$ cat src/rtl/core/mss_pkg.sv
`timescale 1ns / 1ps
// ----------------------------------------------------------------------------
// mss_pkg
// Shared types, codes and reset values for the session sequencer.
// ----------------------------------------------------------------------------
package mss_pkg;

  localparam int MAX_TOPICS_DEFAULT = 16;
  localparam int CFG_INDEX_W = 3;
  localparam int CFG_DATA_W = 16;

  typedef enum logic [CFG_INDEX_W-1:0] {
    REG_TCP_RETRY_LIMIT  = 3'd0,
    REG_IDLE_TICK_LIMIT  = 3'd1,
    REG_PING_RETRY_LIMIT = 3'd2,
    REG_SUB_RETRY_LIMIT  = 3'd3,
    REG_TOPIC_COUNT      = 3'd4
  } reg_index_t;

  typedef enum logic [2:0] {
    PH_TCP       = 3'd0,
    PH_CONNECT   = 3'd1,
    PH_CONNECTED = 3'd2,
    PH_PING      = 3'd3,
    PH_SUBSCRIBE = 3'd4
  } phase_t;

  typedef enum logic [3:0] {
    ACT_NONE      = 4'd0,
    ACT_TCP       = 4'd1,
    ACT_CONNECT   = 4'd2,
    ACT_HELLO     = 4'd3,
    ACT_SUBSCRIBE = 4'd4,
    ACT_SEND      = 4'd5,
    ACT_PING      = 4'd6,
    ACT_RESTART   = 4'd7,
    ACT_CONSUME   = 4'd8
  } action_t;

  typedef struct packed {
    logic [7:0]  tcp_retry_limit;
    logic [15:0] idle_tick_limit;
    logic [7:0]  ping_retry_limit;
    logic [7:0]  subscribe_retry_limit;
    logic [4:0]  topic_count;
  } cfg_t;

  localparam cfg_t CFG_RESET = '{
    tcp_retry_limit:       8'd5,
    idle_tick_limit:       16'd10,
    ping_retry_limit:      8'd5,
    subscribe_retry_limit: 8'd5,
    topic_count:           5'd0
  };

  // Input events, last field in the lowest bit.
  typedef struct packed {
    logic tx_send_ok;
    logic tx_not_empty;
    logic publish_ready;
    logic suback_seen;
    logic pong_seen;
    logic connack_seen;
    logic tcp_connect_ok;
    logic timer_due;
  } event_t;

  typedef struct packed {
    phase_t      phase;
    logic        substate_wait;
    logic [7:0]  retry_count;
    logic [15:0] idle_ticks;
    logic        all_subscribed;
    logic        awaiting_suback;
    logic        pong_arrived;
  } sess_t;

  localparam sess_t SESS_RESET = '{
    phase:           PH_TCP,
    substate_wait:   1'b0,
    retry_count:     8'd0,
    idle_ticks:      16'd0,
    all_subscribed:  1'b0,
    awaiting_suback: 1'b0,
    pong_arrived:    1'b0
  };

  typedef struct packed {
    logic        tx_send_failed;
    logic        wait_substate;
    phase_t      session_phase;
    logic [3:0]  topic_index;
    action_t     action;
  } result_t;

endpackage

$ cat src/rtl/core/mss_cfg.sv
`timescale 1ns / 1ps
// ----------------------------------------------------------------------------
// mss_cfg
// Configuration register bank, written through a plain write port.
// ----------------------------------------------------------------------------
module mss_cfg (
  input  logic                            clk,
  input  logic                            rst,
  input  logic                            cfg_write,
  input  logic [mss_pkg::CFG_INDEX_W-1:0] cfg_index,
  input  logic [mss_pkg::CFG_DATA_W-1:0]  cfg_data,
  output mss_pkg::cfg_t                   cfg
);

  always_ff @(posedge clk) begin
    if (rst) begin
      cfg <= mss_pkg::CFG_RESET;
    end else if (cfg_write) begin
      unique case (cfg_index)
        mss_pkg::REG_TCP_RETRY_LIMIT:  cfg.tcp_retry_limit <= cfg_data[7:0];
        mss_pkg::REG_IDLE_TICK_LIMIT:  cfg.idle_tick_limit <= cfg_data[15:0];
        mss_pkg::REG_PING_RETRY_LIMIT: cfg.ping_retry_limit <= cfg_data[7:0];
        mss_pkg::REG_SUB_RETRY_LIMIT:  cfg.subscribe_retry_limit <= cfg_data[7:0];
        mss_pkg::REG_TOPIC_COUNT:      cfg.topic_count <= cfg_data[4:0];
        default: begin
          // drop writes to unmapped indexes
        end
      endcase
    end
  end

endmodule

$ cat src/rtl/core/mss_step.sv
`timescale 1ns / 1ps
// ----------------------------------------------------------------------------
// mss_step
// Next-state and action logic for one poll tick of the session.
// ----------------------------------------------------------------------------
module mss_step #(
  parameter int MAX_TOPICS = mss_pkg::MAX_TOPICS_DEFAULT,
  localparam int TD_W = $clog2(MAX_TOPICS + 1)
) (
  input  mss_pkg::cfg_t    cfg,
  input  mss_pkg::event_t  ev,
  input  mss_pkg::sess_t   st,
  input  logic [TD_W-1:0]  topics_done,
  output mss_pkg::sess_t   st_next,
  output logic [TD_W-1:0]  topics_done_next,
  output mss_pkg::result_t res
);

  logic [7:0]  retry_inc;
  logic [15:0] idle_cur;
  logic        idle_due;
  logic [31:0] eff_topics;
  logic [31:0] td_wide;
  logic        topics_left;

  assign retry_inc   = (st.retry_count != 8'hFF) ? st.retry_count + 8'd1 : st.retry_count;
  assign idle_cur    = (ev.tx_not_empty && ev.tx_send_ok) ? 16'd0 : st.idle_ticks;
  assign idle_due    = idle_cur >= cfg.idle_tick_limit;
  assign eff_topics  = (32'(cfg.topic_count) > 32'(MAX_TOPICS)) ? 32'(MAX_TOPICS)
                                                               : 32'(cfg.topic_count);
  assign td_wide     = 32'(topics_done);
  assign topics_left = (eff_topics != 32'd0) && (td_wide < eff_topics);

  always_comb begin
    st_next = st;
    topics_done_next = topics_done;
    res.action = mss_pkg::ACT_NONE;
    res.topic_index = 4'd0;
    res.tx_send_failed = 1'b0;

    if (ev.pong_seen) st_next.pong_arrived = 1'b1;
    if (ev.suback_seen) st_next.awaiting_suback = 1'b0;

    if (ev.timer_due) begin
      unique case (st.phase)
        mss_pkg::PH_TCP: begin
          if (!st.substate_wait) begin
            res.action = mss_pkg::ACT_TCP;
            if (ev.tcp_connect_ok) begin
              st_next.phase = mss_pkg::PH_CONNECT;
              st_next.substate_wait = 1'b0;
              st_next.retry_count = 8'd0;
            end else begin
              st_next.retry_count = retry_inc;
              if (retry_inc >= cfg.tcp_retry_limit) begin
                res.action = mss_pkg::ACT_RESTART;
                st_next = mss_pkg::SESS_RESET;
                topics_done_next = '0;
              end
            end
          end
        end
        mss_pkg::PH_CONNECT: begin
          if (!st.substate_wait) begin
            res.action = mss_pkg::ACT_CONNECT;
            st_next.substate_wait = 1'b1;
          end else if (ev.connack_seen) begin
            res.action = mss_pkg::ACT_HELLO;
            st_next.phase = mss_pkg::PH_CONNECTED;
            st_next.substate_wait = 1'b0;
            st_next.retry_count = 8'd0;
          end
        end
        mss_pkg::PH_CONNECTED: begin
          if (!st.substate_wait && !st.all_subscribed) begin
            st_next.phase = mss_pkg::PH_SUBSCRIBE;
            st_next.substate_wait = 1'b0;
            st_next.retry_count = 8'd0;
          end else begin
            st_next.substate_wait = 1'b1;
            if (ev.publish_ready) begin
              res.action = mss_pkg::ACT_CONSUME;
              st_next.idle_ticks = 16'd0;
            end else begin
              if (ev.tx_not_empty) begin
                res.action = mss_pkg::ACT_SEND;
                res.tx_send_failed = !ev.tx_send_ok;
              end
              st_next.idle_ticks = (idle_cur != 16'hFFFF) ? idle_cur + 16'd1 : idle_cur;
              if (idle_due) begin
                st_next.phase = mss_pkg::PH_PING;
                st_next.substate_wait = 1'b0;
                st_next.retry_count = 8'd0;
                st_next.idle_ticks = 16'd0;
              end
            end
          end
        end
        mss_pkg::PH_PING: begin
          if (!st.substate_wait) begin
            res.action = mss_pkg::ACT_PING;
            st_next.pong_arrived = 1'b0;
            st_next.substate_wait = 1'b1;
          end else if (st_next.pong_arrived || retry_inc >= cfg.ping_retry_limit) begin
            st_next.phase = mss_pkg::PH_CONNECTED;
            st_next.substate_wait = 1'b0;
            st_next.retry_count = 8'd0;
          end else begin
            st_next.retry_count = retry_inc;
          end
        end
        mss_pkg::PH_SUBSCRIBE: begin
          if (!st.substate_wait) begin
            if (topics_left) begin
              res.action = mss_pkg::ACT_SUBSCRIBE;
              res.topic_index = td_wide[3:0];
              st_next.awaiting_suback = 1'b1;
              st_next.substate_wait = 1'b1;
            end else begin
              st_next.all_subscribed = 1'b1;
              st_next.phase = mss_pkg::PH_CONNECTED;
              st_next.substate_wait = 1'b0;
              st_next.retry_count = 8'd0;
            end
          end else if (st_next.awaiting_suback) begin
            st_next.retry_count = retry_inc;
            if (retry_inc >= cfg.subscribe_retry_limit) begin
              topics_done_next = TD_W'(td_wide + 32'd1);
              st_next.awaiting_suback = 1'b0;
              st_next.substate_wait = 1'b0;
              st_next.retry_count = 8'd0;
            end
          end else begin
            topics_done_next = TD_W'(td_wide + 32'd1);
            st_next.substate_wait = 1'b0;
            st_next.retry_count = 8'd0;
          end
        end
        default: begin
          st_next = mss_pkg::SESS_RESET;
          topics_done_next = '0;
        end
      endcase
    end

    res.session_phase = st_next.phase;
    res.wait_substate = st_next.substate_wait;
  end

endmodule

$ cat src/rtl/core/mqtt_session_sequencer_core.sv
`timescale 1ns / 1ps
// A request is registered at the input, then its result in the output register.
// Throughput: one request per cycle unless the output stalls; the session state
// register updates once per request through a single pass of the step logic.
// Reset: synchronous, active high; clears the session state, loads the
// register defaults and empties both pipeline registers.
// ----------------------------------------------------------------------------
// mqtt_session_sequencer_core
// Publish/subscribe client session sequencer, one poll tick per request.
// ----------------------------------------------------------------------------
module mqtt_session_sequencer_core #(
  parameter int MAX_TOPICS = mss_pkg::MAX_TOPICS_DEFAULT
) (
  input  logic                            clk,
  input  logic                            rst,
  input  logic                            cfg_write,
  input  logic [mss_pkg::CFG_INDEX_W-1:0] cfg_index,
  input  logic [mss_pkg::CFG_DATA_W-1:0]  cfg_data,
  input  logic                            s_tvalid,
  output logic                            s_tready,
  // [0] timer_due, [1] tcp_connect_ok, [2] connack_seen, [3] pong_seen,
  // [4] suback_seen, [5] publish_ready, [6] tx_not_empty, [7] tx_send_ok
  input  logic [7:0]                      s_tdata,
  output logic                            m_tvalid,
  input  logic                            m_tready,
  // [3:0] action, [7:4] topic_index, [10:8] session_phase,
  // [11] wait_substate, [12] tx_send_failed, [15:13] zero
  output logic [15:0]                     m_tdata
);

  localparam int TD_W = $clog2(MAX_TOPICS + 1);

  mss_pkg::cfg_t    cfg;
  mss_pkg::event_t  in_ev;
  logic             in_valid;
  mss_pkg::sess_t   sess;
  mss_pkg::sess_t   sess_next;
  logic [TD_W-1:0]  topics_done;
  logic [TD_W-1:0]  topics_done_next;
  mss_pkg::result_t res;
  mss_pkg::result_t out_res;
  logic             advance;

  mss_cfg u_cfg (
    .clk       (clk),
    .rst       (rst),
    .cfg_write (cfg_write),
    .cfg_index (cfg_index),
    .cfg_data  (cfg_data),
    .cfg       (cfg)
  );

  mss_step #(
    .MAX_TOPICS (MAX_TOPICS)
  ) u_step (
    .cfg              (cfg),
    .ev               (in_ev),
    .st               (sess),
    .topics_done      (topics_done),
    .st_next          (sess_next),
    .topics_done_next (topics_done_next),
    .res              (res)
  );

  assign advance  = in_valid && (!m_tvalid || m_tready);
  assign s_tready = !in_valid || advance;

  always_ff @(posedge clk) begin
    if (rst) begin
      in_valid <= 1'b0;
    end else if (s_tready) begin
      in_valid <= s_tvalid;
    end
    if (s_tready && s_tvalid) begin
      in_ev <= mss_pkg::event_t'(s_tdata);
    end
  end

  always_ff @(posedge clk) begin
    if (rst) begin
      sess        <= mss_pkg::SESS_RESET;
      topics_done <= '0;
      m_tvalid    <= 1'b0;
    end else if (advance) begin
      sess        <= sess_next;
      topics_done <= topics_done_next;
      m_tvalid    <= 1'b1;
    end else if (m_tready) begin
      m_tvalid    <= 1'b0;
    end
    if (advance) begin
      out_res <= res;
    end
  end

  assign m_tdata = {3'b000, out_res};

  a_advance_fills_output: assert property (@(posedge clk) disable iff (rst)
    advance |=> m_tvalid)
    else $error("output register not filled after advance");

  a_topics_bounded: assert property (@(posedge clk) disable iff (rst)
    32'(topics_done) <= 32'(MAX_TOPICS))
    else $error("topic progress beyond topic limit");

  a_restart_clears: assert property (@(posedge clk) disable iff (rst)
    advance && res.action == mss_pkg::ACT_RESTART |=>
      sess.phase == mss_pkg::PH_TCP && sess.retry_count == 8'd0 && topics_done == '0)
    else $error("restart did not clear the session");

  a_tcp_send_only: assert property (@(posedge clk) disable iff (rst)
    sess.phase == mss_pkg::PH_TCP |-> !sess.substate_wait)
    else $error("wait substate in tcp connect phase");

  a_stall_holds_state: assert property (@(posedge clk) disable iff (rst)
    !advance |=> $stable(sess) && $stable(topics_done))
    else $error("session state changed without a request");

endmodule
$ cat config.mk
export PLATFORM = sky130hd
export DESIGN_NAME = mqtt_session_sequencer_core
export DESIGN_NICKNAME = d
export VERILOG_FILES = /design/src/rtl/core/mss_pkg.sv /design/src/rtl/core/mss_cfg.sv /design/src/rtl/core/mss_step.sv /design/src/rtl/core/mqtt_session_sequencer_core.sv
export SDC_FILE = /design/constraint.sdc
export NUM_CORES = 1
export LEC_CHECK = 0
export ABC_AREA = 1
export BUFFER_PORTS_ARGS = -buffer_cell sky130_fd_sc_hd__buf_4
export CORE_UTILIZATION = 50
export CTS_BUF_LIST = sky130_fd_sc_hd__clkbuf_4
export DETAILED_ROUTE_END_ITERATION = 7
export PLACE_DENSITY = 0.64
export REMOVE_ABC_BUFFERS = 1
export SYNTH_ARGS = -nofsm -noshare
export SYNTH_HDL_FRONTEND = slang
export SYNTH_SLANG_ARGS = --single-unit
$ cat constraint.sdc
create_clock -name clk -period 4.09 [get_ports clk]
set_input_delay 0.6135 -clock clk [delete_from_list [all_inputs] [get_ports clk]]
set_output_delay 0.6135 -clock clk [all_outputs]
set_load 0.02 [all_outputs]
==> results.json, run 1 <==
{
  "synth_largest_area_cell": "dfxtp_1",
  "final_max_slew_viol_count": 0,
  "avgViaCountPerCell": 5.229,
  "intPower_mw": 1.397,
  "async_flop_share_pct": 0,
  "synthCells": 818,
  "drt_iter0_drc": 378,
  "regToRegEndpoint": "sess[17]$_SDFFE_PP0P_",
  "place_hpwl_microns": 11420,
  "power_switching_mw": 0.5099,
  "ys.warnings.count": 0,
  "rsz0062_at_grt": "false",
  "post-cts-setup-buffer-count": 0,
  "synth_cell_types": 51,
  "worst_pin_slew_ns": 0.7450,
  "grt_pass1_wl_microns": 25030,
  "fin_setup_tns_ns": 0,
  "diodes": 0,
  "cts.clk_slew.worst_paths_ns": 0.17,
  "postLayoutCellArea_sq_um": 6972,
  "cts_resized": 0,
  "nets": 936,
  "synthFlopType": "dfxtp_1",
  "drv_cap": 0,
  "cts_max_level": 3,
  "firstDrtPassIters": 4,
  "outcome": "finished, final reports clean",
  "grt_usage_pct": 24.45,
  "initial_core_util_pct": 52.00,
  "pin_count": 50,
  "rows": 40,
  "hold_depth": 1,
  "syn_to_final_growth_pct": 9.793,
  "netlist_top_cells_area": "dfxtp_1 26%, edfxtp_1 9.9%, ha_1 9.3%",
  "overflow": 0,
  "ir_worst_vdd_v": 0.0001729,
  "vias": 5386,
  "power_density_nw_per_um2": 273.5,
  "dpl_cell_area_sq_um": 6810,
  "p_leak_nw": 3.001,
  "rr_startpoint": "sess[19]$_SDFFE_PP0P_",
  "numCtsBuffers": 9,
  "swShare_pct": 26.75,
  "combPwrFrac_pct": 10.9,
  "reg2reg_depth": 18,
  "fmax_mhz": 280.0,
  "crit_arrival_ns": 3.95,
  "critPathMaxFanout": 17,
  "detailedPlace.worstSlack_ns": 0.5807,
  "yosysSeqAreaShare_pct": 36.10,
  "setup_violations": 0,
  "clockRootBuffer": "clkbuf_4",
  "port_buffers": 46,
  "drc": 0,
  "dieArea_sq_um": 13150,
  "cp-end-kind": "flop",
  "dp.cells": 1014,
  "ys_ff_latch": 104,
  "core_area_sq_um": 12210,
  "cts_tree": "done",
  "synth.avg_cell_area_sq_um": 7.763,
  "clockPowerShare_pct": 31.9,
  "power_frac_seq_pct": 57.2,
  "antenna_found_initial": 0,
  "period_share_pct": 87.32,
  "synth_common_cells": "150 x nand2_1, 107 x inv_1, 83 x dfxtp_1, 70 x a21oi_1, 59 x nor2_1",
  "start_kind": "flop",
  "hold_viol_final": 0,
  "holdPathEnd": "in_ev[4]$_DFFE_PP_",
  "synth.cell_area_sq_um": 6350,
  "synth.most_common_cell": "nand2_1",
  "grt_max_degree": 34,
  "gp_congestion": 0.8860,
  "yosysTopAreaCellShare_pct": 26.17,
  "synth_edf_count": 21,
  "hp-start": "s_tdata[4]",
  "die_h_microns": 114.7,
  "ant_nets": 0,
  "slew_headroom_pct": 50.28,
  "clock_latency_ns": 0.49,
  "period_needed_ns": 3.571,
  "hold_path_class": "in2reg",
  "r2r_slack_ns": 0.52,
  "wire_per_inst_microns": 14.36,
  "critPathKind": "reg2reg",
  "grt_pass1_vias": 5244,
  "drive_gt1_share_pct": 18.91,
  "required_ns": 4.47,
  "clockBufferDepth": 2,
  "fin_skew_ns": 0.02178,
  "ctsHoldBuffers": 0,
  "die_w_microns": 114.7,
  "power_mw": 1.907,
  "setup_ws_ns": 0.5188,
  "final_cells": 1030,
  "cts_num_sinks": 104,
  "wl_microns": 14790
}
[state kept, by name, indices dropped and copies added, names as in the netlist]
signal / flops
in_ev: 8
sess: 31
u_cfg.cfg: 45
m_tvalid: 1
topics_done: 5
in_valid: 1
m_tdata: 13
[layout by cell type (no fill, tap or decap), types with 2 or more instances in the layout]
master / Yosys / layout
a31oi_1: 4 / 4
nor2_4: 7 / 7
bufinv_16: 0 / 2
inv_1: 107 / 107
nand4_1: 13 / 13
nor4_1: 2 / 2
or2_2: 2 / 2
nand3_4: 2 / 2
a21o_1: 2 / 2
clkinv_2: 1 / 3
nand3_2: 20 / 20
inv_6: 1 / 2
buf_4: 4 / 48
clkinvlp_4: 0 / 2
nor3_1: 8 / 8
inv_2: 10 / 10
nor3_4: 2 / 2
nand2_2: 12 / 12
a21oi_2: 19 / 19
nor2_2: 9 / 9
o21ai_1: 2 / 2
nand2_4: 4 / 4
nor2_1: 59 / 59
a21oi_1: 70 / 70
ha_1: 47 / 47
xnor2_1: 3 / 3
clkbuf_4: 0 / 9
conb_1: 1 / 3
nor3_2: 4 / 4
nand2_1: 150 / 150
o211ai_1: 5 / 5
edfxtp_1: 21 / 21
o21ai_0: 55 / 55
xor2_1: 18 / 18
nand3_1: 38 / 38
o21a_1: 2 / 2
dfxtp_1: 83 / 83
[layout make-up]
type,count,area (sq um)
clock buffer,9,67.56
clock inverter,7,93.84
fill,1178,5240
inverter,120,461.7
multi-input combinational,574,3486
sequential,104,2292
tap,168,210.2
timing repair buffer,48,360.3
[kinds of logic (layout without fill, tap and decap cells)]
logic type                 after synthesis  in the layout  share of synthesized area (%)
and+or+nand+nor                        339            339                          27.78
xor gates and xnor gates                21             21                          2.897
buffers and inverters                  142            184                          9.123
adders and majority gates               47             47                          9.261
muxes                                    1              1                         0.1773
DFF                                    104            104                          36.10
AOI/OAI and AO/OA                      163            163                          14.60
other                                    1              3                        0.05906
[metrics by stage]
stage | util (%) | hold slack [ns]
after floorplan | - | 0.4354
after global placement | 55.77 | 0.4457
after detailed placement | 55.77 | 0.4519
after CTS | 57.09 | 0.2698
after global routing | 57.09 | 0.2699
final | 57.09 | 0.3039
[how the worst max path moves through the flow]
stage / start / cells past startpoint / slack [ns] / to
floorplan: sess[19]$_SDFFE_PP0P_ / 18 / 1.12 / sess[16]$_SDFFE_PP0P_
detailed placement: sess[19]$_SDFFE_PP0P_ / 18 / 0.58 / sess[16]$_SDFFE_PP0P_
CTS: sess[19]$_SDFFE_PP0P_ / 18 / 0.55 / sess[16]$_SDFFE_PP0P_
global placement: sess[19]$_SDFFE_PP0P_ / 18 / 0.77 / sess[17]$_SDFFE_PP0P_
finish: sess[19]$_SDFFE_PP0P_ / 18 / 0.52 / sess[17]$_SDFFE_PP0P_
global route: sess[19]$_SDFFE_PP0P_ / 18 / 0.21 / sess[16]$_SDFFE_PP0P_
[worst max-delay path, cell delays in order (launching register included)]
cell and delay [ns]:
dfxtp_1 0.44, ha_1 0.23, nand2_1 0.10, nor3_2 0.21
nand3_1 0.29, mux2_2 0.42, ha_1 0.30, nand2_1 0.07
nand2_1 0.05, nand2_1 0.05, nand2_1 0.04, nand2_1 0.05
nand3_1 0.15, nor2_1 0.17, inv_1 0.09, nand4_4 0.18
clkinv_2 0.32, o21ai_0 0.24, nor2_1 0.07
[layer usage]
layer	vias up	track usage [%]	routed length [microns]
li1	2775	-	-
met3	25	2.912	517
met4	0	10.04	335
met5	-	0	0
met1	2484	32.56	7081
met2	102	40.20	6852
[power by group through the flow]
stage	registers [mW]	clock network (mW)	logic, mW
finish	1.09	0.608	0.207
detailed placement	1.11	0	0.207
floorplan	1.12	0	0.118
global placement	1.11	0	0.201
CTS	1.09	0.625	0.208
global route	1.10	0.666	0.232
(Power assumes the default switching activity.)
==> inputs of run 2 (changes only) <==
==> constraint.sdc (replaced) <==
create_clock -name clk -period 3.51 [get_ports clk]
set_input_delay 0.5265 -clock clk [delete_from_list [all_inputs] [get_ports clk]]
set_output_delay 0.5265 -clock clk [all_outputs]
set_load 0.02 [all_outputs]
==> results.json, run 2 (synthesis results as in run 1) <==
{
  "syn_to_final_growth_pct": 9.320,
  "rr_startpoint": "sess[19]$_SDFFE_PP0P_",
  "period_needed_ns": 3.200,
  "initial_core_util_pct": 52.00,
  "postLayoutCellArea_sq_um": 6942,
  "wire_per_inst_microns": 14.33,
  "die_w_microns": 114.7,
  "drt_iter0_drc": 251,
  "clockBufferDepth": 2,
  "crit_chain": "ha_1 -> nand2_1 -> nor3_2 -> nand3_2 -> nand4_1 -> xnor2_1 -> ha_1 -> nand2_1 -> nor2_1 -> nand4_1 -> nand4_1 -> nand2_1 -> nand2_1 -> nand4_1 -> nand2_1 -> o21ai_0",
  "cts_num_sinks": 104,
  "drc": 0,
  "diodes": 0,
  "cp-end-kind": "flop",
  "worst_pin_slew_ns": 0.6815,
  "overflow": 0,
  "critPathKind": "reg2reg",
  "required_ns": 3.75,
  "place_hpwl_microns": 11290,
  "drive_gt1_share_pct": 18.87,
  "pin_count": 50,
  "clock_latency_ns": 0.49,
  "hp-start": "s_tdata[4]",
  "fin_skew_ns": 0.01423,
  "nets": 938,
  "hold_path_class": "in2reg",
  "grt_usage_pct": 24.28,
  "cp.depth": 16,
  "final_cells": 1032,
  "crit_arrival_ns": 3.44,
  "cts.clk_slew.worst_paths_ns": 0.15,
  "clockRootBuffer": "clkbuf_4",
  "dpl_cell_area_sq_um": 6825,
  "crit_top_cell": "nand2_1",
  "cts_resized": 0,
  "hold_depth": 1,
  "cpMaxStageDelayCell": "dfxtp_1",
  "avgViaCountPerCell": 5.237,
  "ir_worst_vdd_v": 0.0001795,
  "dieArea_sq_um": 13150,
  "antenna_found_initial": 0,
  "reg2reg_depth": 16,
  "grt_pass1_vias": 5180,
  "final_max_slew_viol_count": 0,
  "final_cell_mix": "150 x nand2_1, 107 x inv_1, 83 x dfxtp_1",
  "port_buffers": 46,
  "worst-path-buf-inv": 0,
  "start_kind": "flop",
  "grt_max_degree": 48,
  "p_leak_nw": 2.984,
  "fmax_mhz": 312.5,
  "grt_pass1_wl_microns": 24830,
  "setup_violations": 0,
  "vias": 5405,
  "final_common_cell": "nand2_1",
  "crit_family": "simple AND/OR/NAND/NOR gates",
  "largest-register": "u_cfg.cfg",
  "outcome": "finished, final reports clean",
  "power_density_nw_per_um2": 298.1,
  "drv_cap": 0,
  "largest_register_ff_count": 45,
  "critPathMaxStageDelay_ns": 0.44,
  "fin_util_pct": 56.84,
  "dp.cells": 1016,
  "hold_viol_final": 0,
  "core_area_sq_um": 12210,
  "cts_max_level": 3,
  "critPathMaxFanout": 8,
  "post-cts-setup-buffer-count": 0,
  "numCtsBuffers": 9,
  "cts_tree": "done",
  "gp_congestion": 0.8641,
  "ant_nets": 0,
  "slew_headroom_pct": 54.52,
  "firstDrtPassIters": 5,
  "wl_microns": 14790,
  "startpoint": "sess[19]$_SDFFE_PP0P_",
  "period_share_pct": 91.17,
  "ctsHoldBuffers": 0,
  "die_h_microns": 114.7,
  "rows": 40,
  "rsz0062_at_grt": "false",
  "fin_setup_tns_ns": 0
}
[run 2: cell count changes in the layout (fill, tap and decap cells not counted), sizes merged]
cell	before	now
inv	119	120
clkbuf	9	10
bufinv	2	0
buf	48	50
[run 2: power breakdown]
| part | total [mW] | internal, mW | switching [mW] |
|---|---|---|---|
| clock network | 0.556 | 0.149 | 0.407 |
| registers | 1.27 | 1.25 | 0.0170 |
| logic | 0.242 | 0.0844 | 0.158 |
| total | 2.07 | 1.49 | 0.581 |
[run 2: area by class of cell]
class                           instances  area (sq um)
Clock buffer                           10         75.07
Clock inverter                          6         35.03
Fill cell                            1171          5270
Inverter                              120         462.9
Multi-Input combinational cell        574          3491
Sequential cell                       104          2292
Tap cell                              168         210.2
Timing Repair Buffer                   50         375.4
[run 2: through the flow]
| step | total power, mW | setup slack (ns) | hold WS, ns |
|---|---|---|---|
| global placement | 1.531 | 0.3287 | 0.4473 |
| floorplan | 1.440 | 0.5418 | 0.4354 |
| detailed placement | 1.539 | 0.1432 | 0.4533 |
| global route | 2.156 | 0.009230 | 0.1763 |
| CTS | 2.087 | 0.1013 | 0.1715 |
| finish | 2.070 | 0.3100 | 0.2063 |
[run 2: worst paths after layout]
| check | slack (ns) | end |
|---|---|---|
| max | 0.31 | m_tdata[8]$_DFFE_PP_ |
| min | 0.21 | in_ev[4]$_DFFE_PP_ |
| max reg2reg | 0.31 | m_tdata[8]$_DFFE_PP_ |
| min reg2reg | 0.47 | u_cfg.cfg[16]$_SDFFE_PP0P_ |
[run 2: metal layers]
layer	share of wire, %	vias up	track usage (%)
met2	47	110	40.12
met1	47	2494	31.42
met5	0	-	0
met4	2.6	0	11.17
met3	3.7	24	3.388
li1	-	2777	-
